--- src/rtl/llml_pkg.sv ---
// types and constants of the least-laxity lateness block
`default_nettype none

package llml_pkg;

    localparam int DL_W    = 16;
    localparam int LEN_W   = 10;
    localparam int KEY_W   = DL_W + 1;
    localparam int MAX_LEN = 1023;

    localparam logic [DL_W-1:0] OUT_MAX = '1;

    typedef struct packed {
        logic [DL_W-1:0]  deadline;
        logic [LEN_W-1:0] length;
    } in_item_t;

    typedef struct packed {
        logic [DL_W-1:0] max_overshoot;
        logic            dropped;
    } out_item_t;

    typedef enum logic [2:0] {
        ST_IDLE,
        ST_INIT,
        ST_SCAN,
        ST_UPDATE,
        ST_RESULT
    } state_t;

    // controller to datapath
    typedef struct packed {
        logic accept;
        logic run;
        logic restart;
        logic init_mode;
        logic update;
        logic emit;
    } dp_cmd_t;

    // datapath to controller
    typedef struct packed {
        logic full;
        logic done;
        logic none_left;
        logic last;
        logic out_free;
    } dp_stat_t;

endpackage

`default_nettype wire

--- src/rtl/llml_ctrl.sv ---
// controller state machine of the least-laxity lateness block
`default_nettype none

module llml_ctrl (
    input  wire                aclk,
    input  wire                aresetn,
    input  wire                s_valid,
    output logic               s_ready,
    input  llml_pkg::dp_stat_t stat,
    output llml_pkg::dp_cmd_t  cmd
);
    import llml_pkg::*;

    state_t state_reg;
    state_t state_next;

    always_ff @(posedge aclk) begin
        if (!aresetn) begin
            state_reg <= ST_IDLE;
        end else begin
            state_reg <= state_next;
        end
    end

    always_comb begin
        state_next = state_reg;
        unique case (state_reg)
            ST_IDLE: begin
                if (s_valid) begin
                    state_next = stat.full ? ST_RESULT : ST_INIT;
                end
            end
            ST_INIT: begin
                if (stat.done) begin
                    state_next = stat.none_left ? ST_RESULT : ST_SCAN;
                end
            end
            ST_SCAN: begin
                if (stat.done) begin
                    state_next = ST_UPDATE;
                end
            end
            ST_UPDATE: begin
                state_next = stat.last ? ST_RESULT : ST_SCAN;
            end
            ST_RESULT: begin
                if (stat.out_free) begin
                    state_next = ST_IDLE;
                end
            end
            default: begin
                state_next = ST_IDLE;
            end
        endcase
    end

    always_comb begin
        s_ready       = (state_reg == ST_IDLE);
        cmd.accept    = (state_reg == ST_IDLE) && s_valid;
        cmd.init_mode = (state_reg == ST_INIT);
        cmd.run       = ((state_reg == ST_INIT) || (state_reg == ST_SCAN)) && !stat.done;
        cmd.restart   = ((state_reg == ST_INIT) || (state_reg == ST_SCAN)) && stat.done;
        cmd.update    = (state_reg == ST_UPDATE);
        cmd.emit      = (state_reg == ST_RESULT) && stat.out_free;
    end

endmodule

`default_nettype wire

--- src/rtl/llml_dpath.sv ---
// datapath: task tables, laxity scan, minute update and result register
`default_nettype none

module llml_dpath #(
    parameter int MAX_TASKS = 64
) (
    input  wire                 aclk,
    input  wire                 aresetn,
    input  llml_pkg::dp_cmd_t   cmd,
    output llml_pkg::dp_stat_t  stat,
    input  llml_pkg::in_item_t  s_data,
    output logic                m_valid,
    input  wire                 m_ready,
    output llml_pkg::out_item_t m_data
);
    import llml_pkg::*;

    localparam int IDX_W  = $clog2(MAX_TASKS);
    localparam int CNT_W  = $clog2(MAX_TASKS + 1);
    localparam int TIME_W = $clog2(MAX_TASKS * MAX_LEN + 1);
    localparam int WIDE_W = (TIME_W > DL_W) ? TIME_W : DL_W;

    // task tables
    logic [DL_W-1:0]  dl_mem  [MAX_TASKS];
    logic [LEN_W-1:0] len_mem [MAX_TASKS];
    logic [LEN_W-1:0] rem_mem [MAX_TASKS];

    logic [DL_W-1:0]  dl_q_reg;
    logic [LEN_W-1:0] len_q_reg;
    logic [LEN_W-1:0] rem_q_reg;

    logic [CNT_W-1:0]  count_reg;
    logic [CNT_W-1:0]  idx_reg;
    logic              pipe_vld_reg;
    logic [IDX_W-1:0]  pipe_idx_reg;
    logic [CNT_W-1:0]  left_reg;
    logic [TIME_W-1:0] time_reg;
    logic [TIME_W-1:0] worst_reg;
    logic              have_reg;
    logic [IDX_W-1:0]  best_idx_reg;
    logic [KEY_W-1:0]  best_key_reg;
    logic [DL_W-1:0]   best_dl_reg;
    logic [LEN_W-1:0]  best_rem_reg;
    logic              drop_reg;
    logic [DL_W-1:0]   last_answer_reg;
    logic              m_valid_reg;
    out_item_t         m_data_reg;

    logic              full;
    logic              issue_end;
    logic              rd_en;
    logic              rem_we;
    logic [IDX_W-1:0]  rem_waddr;
    logic [LEN_W-1:0]  rem_wdata;
    logic [KEY_W-1:0]  key;
    logic              cand;
    logic              better;
    logic [TIME_W-1:0] fin_time;
    logic              late;
    logic [TIME_W-1:0] late_amt;
    logic [DL_W-1:0]   sat_worst;
    logic [DL_W-1:0]   answer;

    assign full      = (count_reg == CNT_W'(MAX_TASKS));
    assign issue_end = (idx_reg == count_reg);
    assign rd_en     = cmd.run && !issue_end;

    assign rem_we    = (pipe_vld_reg && cmd.init_mode) || cmd.update;
    assign rem_waddr = cmd.update ? best_idx_reg : pipe_idx_reg;
    assign rem_wdata = cmd.update ? (best_rem_reg - LEN_W'(1)) : len_q_reg;

    // deadline minus remaining orders tasks the same way laxity does within one minute
    assign key    = KEY_W'($signed({1'b0, dl_q_reg}) - $signed({{(KEY_W-LEN_W){1'b0}}, rem_q_reg}));
    assign cand   = pipe_vld_reg && !cmd.init_mode && (rem_q_reg != '0);
    assign better = !have_reg
                 || ($signed(key) < $signed(best_key_reg))
                 || ((key == best_key_reg) && (dl_q_reg < best_dl_reg));

    assign fin_time = time_reg + TIME_W'(1);
    assign late     = (WIDE_W'(fin_time) > WIDE_W'(best_dl_reg));
    assign late_amt = TIME_W'(WIDE_W'(fin_time) - WIDE_W'(best_dl_reg));

    assign sat_worst = (WIDE_W'(worst_reg) > WIDE_W'(OUT_MAX)) ? OUT_MAX
                                                              : DL_W'(WIDE_W'(worst_reg));
    assign answer    = drop_reg ? last_answer_reg : sat_worst;

    always_ff @(posedge aclk) begin
        if (cmd.accept && !full) begin
            dl_mem[count_reg[IDX_W-1:0]]  <= s_data.deadline;
            len_mem[count_reg[IDX_W-1:0]] <= s_data.length;
        end
        if (rem_we) begin
            rem_mem[rem_waddr] <= rem_wdata;
        end
        if (rd_en) begin
            dl_q_reg  <= dl_mem[idx_reg[IDX_W-1:0]];
            len_q_reg <= len_mem[idx_reg[IDX_W-1:0]];
            rem_q_reg <= rem_mem[idx_reg[IDX_W-1:0]];
        end
    end

    // control state
    always_ff @(posedge aclk) begin
        if (!aresetn) begin
            count_reg       <= '0;
            last_answer_reg <= '0;
            m_valid_reg     <= 1'b0;
            pipe_vld_reg    <= 1'b0;
            idx_reg         <= '0;
        end else begin
            if (cmd.accept && !full) begin
                count_reg <= count_reg + CNT_W'(1);
            end
            if (cmd.accept || cmd.restart) begin
                idx_reg      <= '0;
                pipe_vld_reg <= 1'b0;
            end else if (cmd.run) begin
                pipe_vld_reg <= !issue_end;
                if (!issue_end) begin
                    idx_reg <= idx_reg + CNT_W'(1);
                end
            end
            if (cmd.emit) begin
                m_valid_reg     <= 1'b1;
                last_answer_reg <= answer;
            end else if (m_ready) begin
                m_valid_reg <= 1'b0;
            end
        end
    end

    // replay working registers
    always_ff @(posedge aclk) begin
        if (cmd.accept) begin
            drop_reg  <= full;
            left_reg  <= '0;
            time_reg  <= '0;
            worst_reg <= '0;
        end
        if (cmd.accept || cmd.restart) begin
            have_reg <= 1'b0;
        end else if (cand && better) begin
            have_reg     <= 1'b1;
            best_idx_reg <= pipe_idx_reg;
            best_key_reg <= key;
            best_dl_reg  <= dl_q_reg;
            best_rem_reg <= rem_q_reg;
        end
        if (cmd.run) begin
            pipe_idx_reg <= idx_reg[IDX_W-1:0];
        end
        if (pipe_vld_reg && cmd.init_mode && (len_q_reg != '0)) begin
            left_reg <= left_reg + CNT_W'(1);
        end
        if (cmd.update) begin
            time_reg <= fin_time;
            if (best_rem_reg == LEN_W'(1)) begin
                left_reg <= left_reg - CNT_W'(1);
                if (late && (late_amt > worst_reg)) begin
                    worst_reg <= late_amt;
                end
            end
        end
        if (cmd.emit) begin
            m_data_reg.max_overshoot <= answer;
            m_data_reg.dropped       <= drop_reg;
        end
    end

    assign stat.full      = full;
    assign stat.done      = issue_end && !pipe_vld_reg;
    assign stat.none_left = (left_reg == '0);
    assign stat.last      = (best_rem_reg == LEN_W'(1)) && (left_reg == CNT_W'(1));
    assign stat.out_free  = !m_valid_reg || m_ready;

    assign m_valid = m_valid_reg;
    assign m_data  = m_data_reg;

endmodule

`default_nettype wire

--- src/rtl/least_laxity_max_lateness_top.sv ---
// top level of the least-laxity-first maximum lateness block
`default_nettype none

// Each input transfer appends one task (deadline, length in minutes) to an
// internal table of MAX_TASKS entries and then replays the whole schedule from
// minute zero, serving in every minute the unfinished task of least laxity
// (earlier deadline, then lower table slot, breaks ties). One result transfer
// follows each input transfer: the largest lateness over all stored tasks,
// saturated to 16 bits, or zero. A task that arrives with the table full is
// not stored; its result repeats the previous answer with dropped set.
// Steps: the input transfer is accepted, the lengths are copied into the
// remaining-work table, then each minute is one pass over the table through
// the single read port of the task memories, draining the read register,
// followed by a step that decrements the chosen task and advances the
// minute; last the output register is loaded once it is free, and the
// result side may stall it. A dropped task goes straight to the output
// register. s_ready is high only between items, while the finished result
// may still sit in the output register waiting for m_ready.
module least_laxity_max_lateness_top #(
    parameter int MAX_TASKS = 64
) (
    input  wire                 aclk,
    input  wire                 aresetn,
    input  wire                 s_valid,
    output logic                s_ready,
    input  llml_pkg::in_item_t  s_data,
    output logic                m_valid,
    input  wire                 m_ready,
    output llml_pkg::out_item_t m_data
);
    import llml_pkg::*;

    // command and status between controller and datapath
    dp_cmd_t  cmd;
    dp_stat_t stat;

    // state machine: accept, copy lengths, scan per minute, update, result
    llml_ctrl u_ctrl (
        .aclk    (aclk),
        .aresetn (aresetn),
        .s_valid (s_valid),
        .s_ready (s_ready),
        .stat    (stat),
        .cmd     (cmd)
    );

    // task memories, laxity compare and the output register
    llml_dpath #(
        .MAX_TASKS (MAX_TASKS)
    ) u_dpath (
        .aclk    (aclk),
        .aresetn (aresetn),
        .cmd     (cmd),
        .stat    (stat),
        .s_data  (s_data),
        .m_valid (m_valid),
        .m_ready (m_ready),
        .m_data  (m_data)
    );

endmodule

`default_nettype wire

--- config.mk ---
export PLATFORM = sky130hd
export DESIGN_NAME = least_laxity_max_lateness_top
export DESIGN_NICKNAME = d
export VERILOG_FILES = /design/src/rtl/llml_pkg.sv /design/src/rtl/llml_ctrl.sv /design/src/rtl/llml_dpath.sv /design/src/rtl/least_laxity_max_lateness_top.sv
export SDC_FILE = /design/constraint.sdc
export NUM_CORES = 2
export LEC_CHECK = 0
export BUFFER_PORTS_ARGS = -buffer_cell sky130_fd_sc_hd__buf_4
export CORE_UTILIZATION = 35
export CTS_CLUSTER_SIZE = 24
export DETAILED_ROUTE_END_ITERATION = 16
export SYNTH_ARGS = -nofsm -noshare
export SYNTH_HDL_FRONTEND = slang
export SYNTH_SLANG_ARGS = --single-unit
--- constraint.sdc ---
create_clock -name aclk -period 7.45 [get_ports aclk]
set_clock_uncertainty 0.1 [all_clocks]
set_input_delay 1.1175 -clock aclk [delete_from_list [all_inputs] [get_ports aclk]]
set_output_delay 1.1175 -clock aclk [all_outputs]
set_load 0.03 [all_outputs]
# [Word-level counts from Yosys, hierarchy flattened]
# Memories as Yosys holds them, arrays and structs flattened. A register that Yosys moved wholly into a read port is not among the register bits.
# Index checks and enable logic that the tools add are counted.
[word_totals] mem_count=3 reg_bits=148 wordCells=116 ramBits=2304 inputBits=30 out_inout_bits=19
[mem_list] memory="u_dpath.dl_mem" depth=64 word_bits=16 rd=1 rd_ports_with_merged_regs=1 wr=1 line="llml_dpath.sv:24" rtl="logic [DL_W-1:0] dl_mem [MAX_TASKS];"
[mem_list] memory="u_dpath.len_mem" depth=64 word_bits=10 rd=1 rd_ports_with_merged_regs=1 wr=1 line="llml_dpath.sv:25" rtl="logic [LEN_W-1:0] len_mem [MAX_TASKS];"
[mem_list] memory="u_dpath.rem_mem" depth=64 word_bits=10 rd=1 rd_ports_with_merged_regs=1 wr=1 line="llml_dpath.sv:26" rtl="logic [LEN_W-1:0] rem_mem [MAX_TASKS];"
[op_classes] add_sub_neg=8 n_mux=28 bitwise_logic=3 magnitude_cmp=5 reduce_logical=38 eq_ne=13
[op_table] op="$mux 16" n=8
[op_table] op="$gt 16x16->1" n=2
[op_table] op="$mux 7" n=4
[op_table] op="$add 7x1->7 const B" n=3
[op_table] op="$mux 3" n=7
[op_table] op="$reduce_bool 10->1" n=2
[op_table] op="$eq 17x17->1" n=1
[op_table] op="$lt 17x17->1" n=1
[op_table] op="$sub 16x10->17" n=1
[op_table] op="$add 16x1->16 const B" n=1
[op_table] op="$gt 16x16->1 const B" n=1
[op_table] op="$lt 16x16->1" n=1
[op_table] op="$sub 16x16->16" n=1
[op_table] op="$logic_and 1x1->1" n=15
[op_table] op="$pmux 3 s5" n=1
[op_table] op="$eq 10x1->1 const B" n=1
[op_table] op="$mux 10" n=1
[op_table] op="$sub 10x1->10 const B" n=1
[op_table] op="$eq 7x1->1 const B" n=1
[op_table] op="$eq 7x7->1" n=1
[op_table] op="$eq 7x7->1 const B" n=1
[op_table] op="$logic_not 1->1" n=7
[op_table] op="$logic_not 7->1" n=1
[op_table] op="$sub 7x1->7 const B" n=1
[op_table] op="other kinds (14)" n=31

# [Depth between registers and ports, before layout]
[depth] ltp_word=7 ltp_mapped=21 mapped_depth_nobuf=19

# [By module]
# Synthesis repeated with hierarchy kept, for this count alone.
[unflattened] cells_unflattened=4624 hier_area_um2=98209.2
[by_module_without_submodules] module="llml_dpath" seq_area_each_um2=74061.0 cells_per_inst=4595 instances=1 area_each_um2=97972.7
[by_module_without_submodules] module="llml_ctrl" seq_area_each_um2=60.1 cells_per_inst=29 instances=1 area_each_um2=236.5

# [Worst setup path after synthesis]
# No wires, ideal clock.
[synth_timing] path_kind="reg2reg" start="reg u_dpath.dl_q_reg[0] (read register of u_dpath.dl_mem)" end="reg u_dpath.best_dl_reg[0] (enable)" setup_time_ps=483 arrival_ps=5715 t_required_ps=6867 period_less_slack_ps=6298 n_path_buf=0 setup_slack_ps=1152 path_stages_with_launch=18 cell_sequence="edfxtp_1 inv_1 ha_1 inv_1 fa_1 a21o_1 a21oi_1 o21bai_1 a311oi_1 o21ai_0 xnor2_1 ha_1 a21oi_1 o21ai_0 a21oi_1 o211a_1 o21ai_0 a41oi_1"
[synth_between] elab_chain_len=6 word_cells_on_any_way=9 cone_classes="add/sub: 1; order compare: 2; eq/ne: 1; reduce/logical: 5"
[synth_lines] element="start: declaration" line="llml_dpath.sv:28" rtl="logic [DL_W-1:0] dl_q_reg;"
[synth_lines] element="$sub 16x10->17 *" line="llml_dpath.sv:73" rtl="assign key = KEY_W'($signed({1'b0, dl_q_reg}) - $signed({{(KEY_W-LEN_W){1'b0}}, rem_q_reg}));"
[synth_lines] element="net u_dpath.key[12]" line="llml_dpath.sv:55" rtl="logic [KEY_W-1:0] key;"
[synth_lines] element="$lt 17x17->1 or $eq 17x17->1 (tied branches)" line="llml_dpath.sv:76, llml_dpath.sv:77"
[synth_lines] element="$logic_or 1x1->1 or $logic_and 1x1->1 (tied branches)" line="llml_dpath.sv:76, llml_dpath.sv:77"
[synth_lines] element="$logic_or 1x1->1 *" line="llml_dpath.sv:77" rtl="|| ((key == best_key_reg) && (dl_q_reg < best_dl_reg));"
[synth_lines] element="$logic_and 1x1->1 *" line="llml_dpath.sv:142" rtl="end else if (cand && better) begin"
[synth_lines] element="$reduce_and 2->1 (no line) *"
[synth_lines] element="end signal: assignment" line="llml_dpath.sv:146" rtl="best_dl_reg <= dl_q_reg;"
[synth_lines] element="end: declaration" line="llml_dpath.sv:42" rtl="logic [DL_W-1:0] best_dl_reg;"
# Mark *: on every way through the listed nets, which the timed path passes. The rest lies on a longest branch.
# A chain may end at the register's enable or synchronous reset.

# [Final worst setup path]
[layout_timing] start="reg u_dpath.time_reg[2]" end="reg u_dpath.worst_reg[10]"
[layout_between] elab_chain_len=7 word_cells_on_any_way=8 cone_classes="add/sub: 2; order compare: 2; mux: 3; reduce/logical: 1"
[layout_lines] element="start: declaration" line="llml_dpath.sv:37" rtl="logic [TIME_W-1:0] time_reg;"
[layout_lines] element="start signal: assignment" line="llml_dpath.sv:156" rtl="time_reg <= fin_time;"
[layout_lines] element="$add 16x1->16 *" line="llml_dpath.sv:79" rtl="assign fin_time = time_reg + TIME_W'(1);"
[layout_lines] element="net u_dpath.fin_time[12]" line="llml_dpath.sv:58" rtl="logic [TIME_W-1:0] fin_time;"
[layout_lines] element="$sub 16x16->16" line="llml_dpath.sv:81" rtl="assign late_amt = TIME_W'(WIDE_W'(fin_time) - WIDE_W'(best_dl_reg));"
[layout_lines] element="$gt 16x16->1" line="llml_dpath.sv:159" rtl="if (late && (late_amt > worst_reg)) begin"
[layout_lines] element="$logic_and 1x1->1 *" line="llml_dpath.sv:159"
[layout_lines] element="$mux 16 *" line="llml_dpath.sv:159"
[layout_lines] element="$mux 16 *" line="llml_dpath.sv:157" rtl="if (best_rem_reg == LEN_W'(1)) begin"
[layout_lines] element="$mux 16 *" line="llml_dpath.sv:155" rtl="if (cmd.update) begin"
[layout_lines] element="end signal: assignment" line="llml_dpath.sv:160" rtl="worst_reg <= late_amt;"
[layout_lines] element="end: declaration" line="llml_dpath.sv:38" rtl="logic [TIME_W-1:0] worst_reg;"
# Marked as above.

==> metrics.md <==
| Metric | Value |
|---|---|
| First drt pass iteration count | `11` |
| Die H | `approximately 530 microns` |
| Worst slack at placement | `roughly 2.2 ns` |
| Area grow syn2layout | `13.8%` |
| Post-CTS Resized | `0` |
| # setup viols final | `0` |
| Critical R2R Launch | `u_dpath.time_reg[2]` |
| I/O pin total | `slightly below 50` |
| Gr usage total | `between 15 and 20%` |
| Slew headroom | `between 15 and 20%` |
| Worst-Margin Slew | `~1.3 ns` |
| Max Cap Viol | `0` |
| PD cells | `around 300 nW/um^2` |
| Area of the core | `between 200,000 and 300,000 sq um` |
| WP depth | `19` |
| Failing checks | `design-rule violations` |
| Post-route clock period utilization | `between 70% and 80%` |
| Root Driver | `clkbuf_16` |
| Initial core utilization | `about a third` |
| Initial antenna violation count | `10` |
| Seq/Total Area, Yosys | `75.2%` |
| YS warnings | `0` |
| Cell Chain, Critical Path | `and4_1 > and2_1 > nand3_1 > nor3_1 > xor2_1 > ha_1 > a21oi_1 > o21ai_0 > o41ai_1 > a211oi_1 > nand2_1 > inv_1 > ha_1 > nand4_1 > a211o_1 > o211ai_1 > a211o_1 > o2111ai_2 > mux2_2` |
| Rows | `a little under 200` |
| CP delay by family, top | `compound AO/OA/AOI/OAI gates` |
| Max Fclk | `~190 MHz` |
| Critical Path Start | `u_dpath.time_reg[2]` |
| DRT antenna net count | `0` |
| Flop2flop setup slack | `2.19 ns` |
| CTS Sinks | `2,488` |
| Post-CTS setup buffers | `0` |
| # hold bufs at CTS | `0` |
| Max IR drop VDD | `roughly 190 uV` |
| Compound-Gate Fraction of Synth Area | `approximately 2.5%` |
| Synthesized Nets | `around 4.8k` |
| Skew-Pair Late Insertion Delay | `0.82 ns` |
| Syn Area/Cell | `21.0 sq um` |
| CTS tree | `yes` |
| FF-to-FF End | `u_dpath.worst_reg[10]` |
| Placer Congestion | `0.839` |
| Number of flops mapped to enable cells by yosys | `between 2k and 2.5k` |
| Reg2reg path depth | `19` |
| Setup CP Type | `reg -> reg` |
| Share of post-route cells with drive strength above 1 | `roughly a quarter` |
| Maximum fanout along the worst path | `16` |
| Layout Nets | `4,968` |
| DR DRC count | `6` |
| Mapped Area | `slightly below 100,000 sq um` |
| Pin count of the biggest net entering global routing | `87` |
| Die W | `between 500 and 600 microns` |
| Max reg flops | `between 1k and 1.5k` |
| Minimum clock period | `5.26 ns` |
| Port bufs | `48` |
| CP Capture Type | `flip-flop` |
| Total congestion overflow | `0` |
| Vias in the first global route | `47.4k` |
| Final hold vios | `0` |
| CP Data Required Time | `roughly 8.1 ns` |
| Via Count | `47.4k` |
| Outcome | `finished, violations left` |
| Post-DP HPWL | `141,000 microns` |
| Power Internal | `about 25,000 uW` |
| DRT iter0 DRCs | `about 5.2k` |
| Clock slew at reported path FFs | `roughly 0.060 ns` |
| Sw Share | `~25%` |
| CTS buffer count | `roughly 270` |
| Clock H-tree levels | `5` |
| XOR/XNOR share of the synthesized area | `less than 1%` |
| Most used flip-flop cell after synthesis | `edfxtp_1` |
| Main combinational cell family by area after synthesis | `multiplexers` |
| Synth cell types | `70` |
| Setup TNS Final | `0 ns` |
| Slowest cell on crit path | `o2111ai_2` |
| Critical path arrival | `approximately 5.9 ns` |
| Buf/Inv on CP | `1` |
| Adder-cell share of the synthesized area | `roughly 1.1%` |
| Worst Setup Slack, final | `~2.2 ns` |
| Global-route wire length before repair | `348,000 microns` |
| Setup crit end | `u_dpath.worst_reg[10]` |
| Net Sw Power | `slightly above 8000 uW` |
| Die Footprint | `~280,000 sq um` |
| Post-Route WL | `242,000 microns` |
| Clk pwr share | `between 30% and 40%` |
| Post-synthesis mux area share | `around 16%` |
| Flop pwr share | `between 40% and 50%` |
| RSZ-0062 raised after global routing | `false` |
| Vias per inst | `between 5 and 6` |
| Synthesized flop and latch total | `2,488` |
| DR WL/cell | `27.5 microns` |
| Asr flop ratio synth | `0%` |
| Min-delay worst type | `reg -> reg` |
| Setup crit start kind | `flip-flop` |
| Post-Syn Instances | `approximately 4.7k` |
| Logic pwr share | `around 13%` |
| Static leakage | `between 0.03 and 0.04 uW` |
| Simple-Gate Fraction of Synth Area | `slightly below 3%` |
| Max Slew Vio Count | `0` |
| Clk buf depth | `4` |
| Crit path largest cell delay | `about 0.51 ns` |
[through the flow]
stage	utilization [%]	instances	total power [uW]	cell area, sq um	hold WS (ns)
2_1_floorplan	-	4691	19200	98500	0.303
5_1_grt	40.1	8776	34300	112000	0.400
3_5_place_dp	37.1	8304	20700	104000	0.373
3_3_place_gp	37.1	8304	20600	104000	0.357
4_1_cts	40.1	8776	33500	112000	0.392
6_report	40.1	8778	33300	112000	0.390
[synth_stat cells, drive strengths merged, types with 4 or more instances]
cell,n,area [sq um]
mux2i,76,761
and2,22,138
nand3b,5,37.5
o31ai,14,105
nand3,37,185
nor3,36,185
o21ai,74,370
nor3b,13,97.6
clkbuf,88,330
a21o,10,75.1
inv,79,297
xor2,25,219
a31oi,13,81.3
nor2b,75,472
mux2,47,529
a21oi,89,445
and3,8,50.1
ha,83,1040
o211a,4,40.0
or3,12,75.1
o22ai,34,213
nor2,209,785
a2111oi,12,105
a211oi,55,413
o21a,7,52.6
buf,152,945
xnor2,35,307
nor4,12,75.1
o211ai,4,30.0
mux4,650,14600
a22oi,16,120
dfxtp,59,1180
nand2,111,417
nand4,16,100
edfxtp,2429,72900
nand2b,21,131
a221oi,10,87.6
[power by group through the flow]
stage	Clock, uW	Sequential, uW	Combinational, uW
after floorplan	0	16500	2720
after global placement	0	16500	4150
after detailed placement	0	16500	4200
after CTS	13100	16200	4220
after global routing	13600	16200	4510
final	12900	16200	4170
[per-layer routing]
| layer | global-route usage, % | vias up | share of wire [%] |
|---|---|---|---|
| li1 | - | 19900 | - |
| met1 | 24.3 | 25400 | 43 |
| met2 | 26.3 | 1822 | 47 |
| met3 | 2.94 | 355 | 7.3 |
| met4 | 4.44 | 4 | 2.4 |
| met5 | 0 | - | 0.0091 |
[worst register-to-register path: stages, from the launching register on]
cell and delay [ns]:
edfxtp_1 0.44, and4_1 0.24, and2_1 0.18, nand3_1 0.19
nor3_1 0.24, xor2_1 0.25, ha_1 0.35, a21oi_1 0.31
o21ai_0 0.24, o41ai_1 0.40, a211oi_1 0.09, nand2_1 0.10
inv_1 0.05, ha_1 0.30, nand4_1 0.15, a211o_1 0.30
o211ai_1 0.08, a211o_1 0.13, o2111ai_2 0.51, mux2_2 0.48
[area by class of cell]
cell class	instances	area, sq um
Timing Repair Buffer	129	1170
Clock buffer	350	7280
Antenna cell	2	5.00
Fill cell	24500	168000
Tap cell	3724	4660
Inverter	79	297
Clock inverter	122	1100
Multi-Input combinational cell	1884	23400
Sequential cell	2488	74100
[cell families (layout without fill, tap and decap cells)]
family / Yosys count / count (layout)
AOI/OAI and AO/OA: 374 / 374
xor gates and xnor gates: 60 / 60
other: 0 / 2
muxes: 773 / 773
adders and majority gates: 85 / 85
buffers and inverters: 319 / 680
and+or+nand+nor: 592 / 592
DFF: 2488 / 2488
[worst min-delay path by stage]
| stage | cells past startpoint | start | end |
|---|---|---|---|
| final | 0 | u_dpath.rem_q_reg[4] | u_dpath.best_rem_reg[4] |
| after global routing | 0 | u_dpath.dl_q_reg[0] | u_dpath.best_dl_reg[0] |
| after CTS | 0 | u_dpath.dl_q_reg[0] | u_dpath.best_dl_reg[0] |
| after detailed placement | 0 | u_dpath.rem_q_reg[2] | u_dpath.best_rem_reg[2] |
| after global placement | 0 | u_dpath.dl_q_reg[0] | u_dpath.best_dl_reg[0] |
| after floorplan | 0 | u_dpath.idx_reg[2] | u_dpath.pipe_idx_reg[2] |
[cell usage in the layout (no fill, tap or decap), drive strengths merged, types with 59 or more instances in the layout]
cell type / n
edfxtp: 2429
mux4: 650
clkbuf: 350
nor2: 209
buf: 129
nand2: 111
inv: 91
a21oi: 89
clkinv: 88
ha: 83
mux2i: 76
nor2b: 75
o21ai: 74
dfxtp: 59
(Power assumes the default switching activity.)
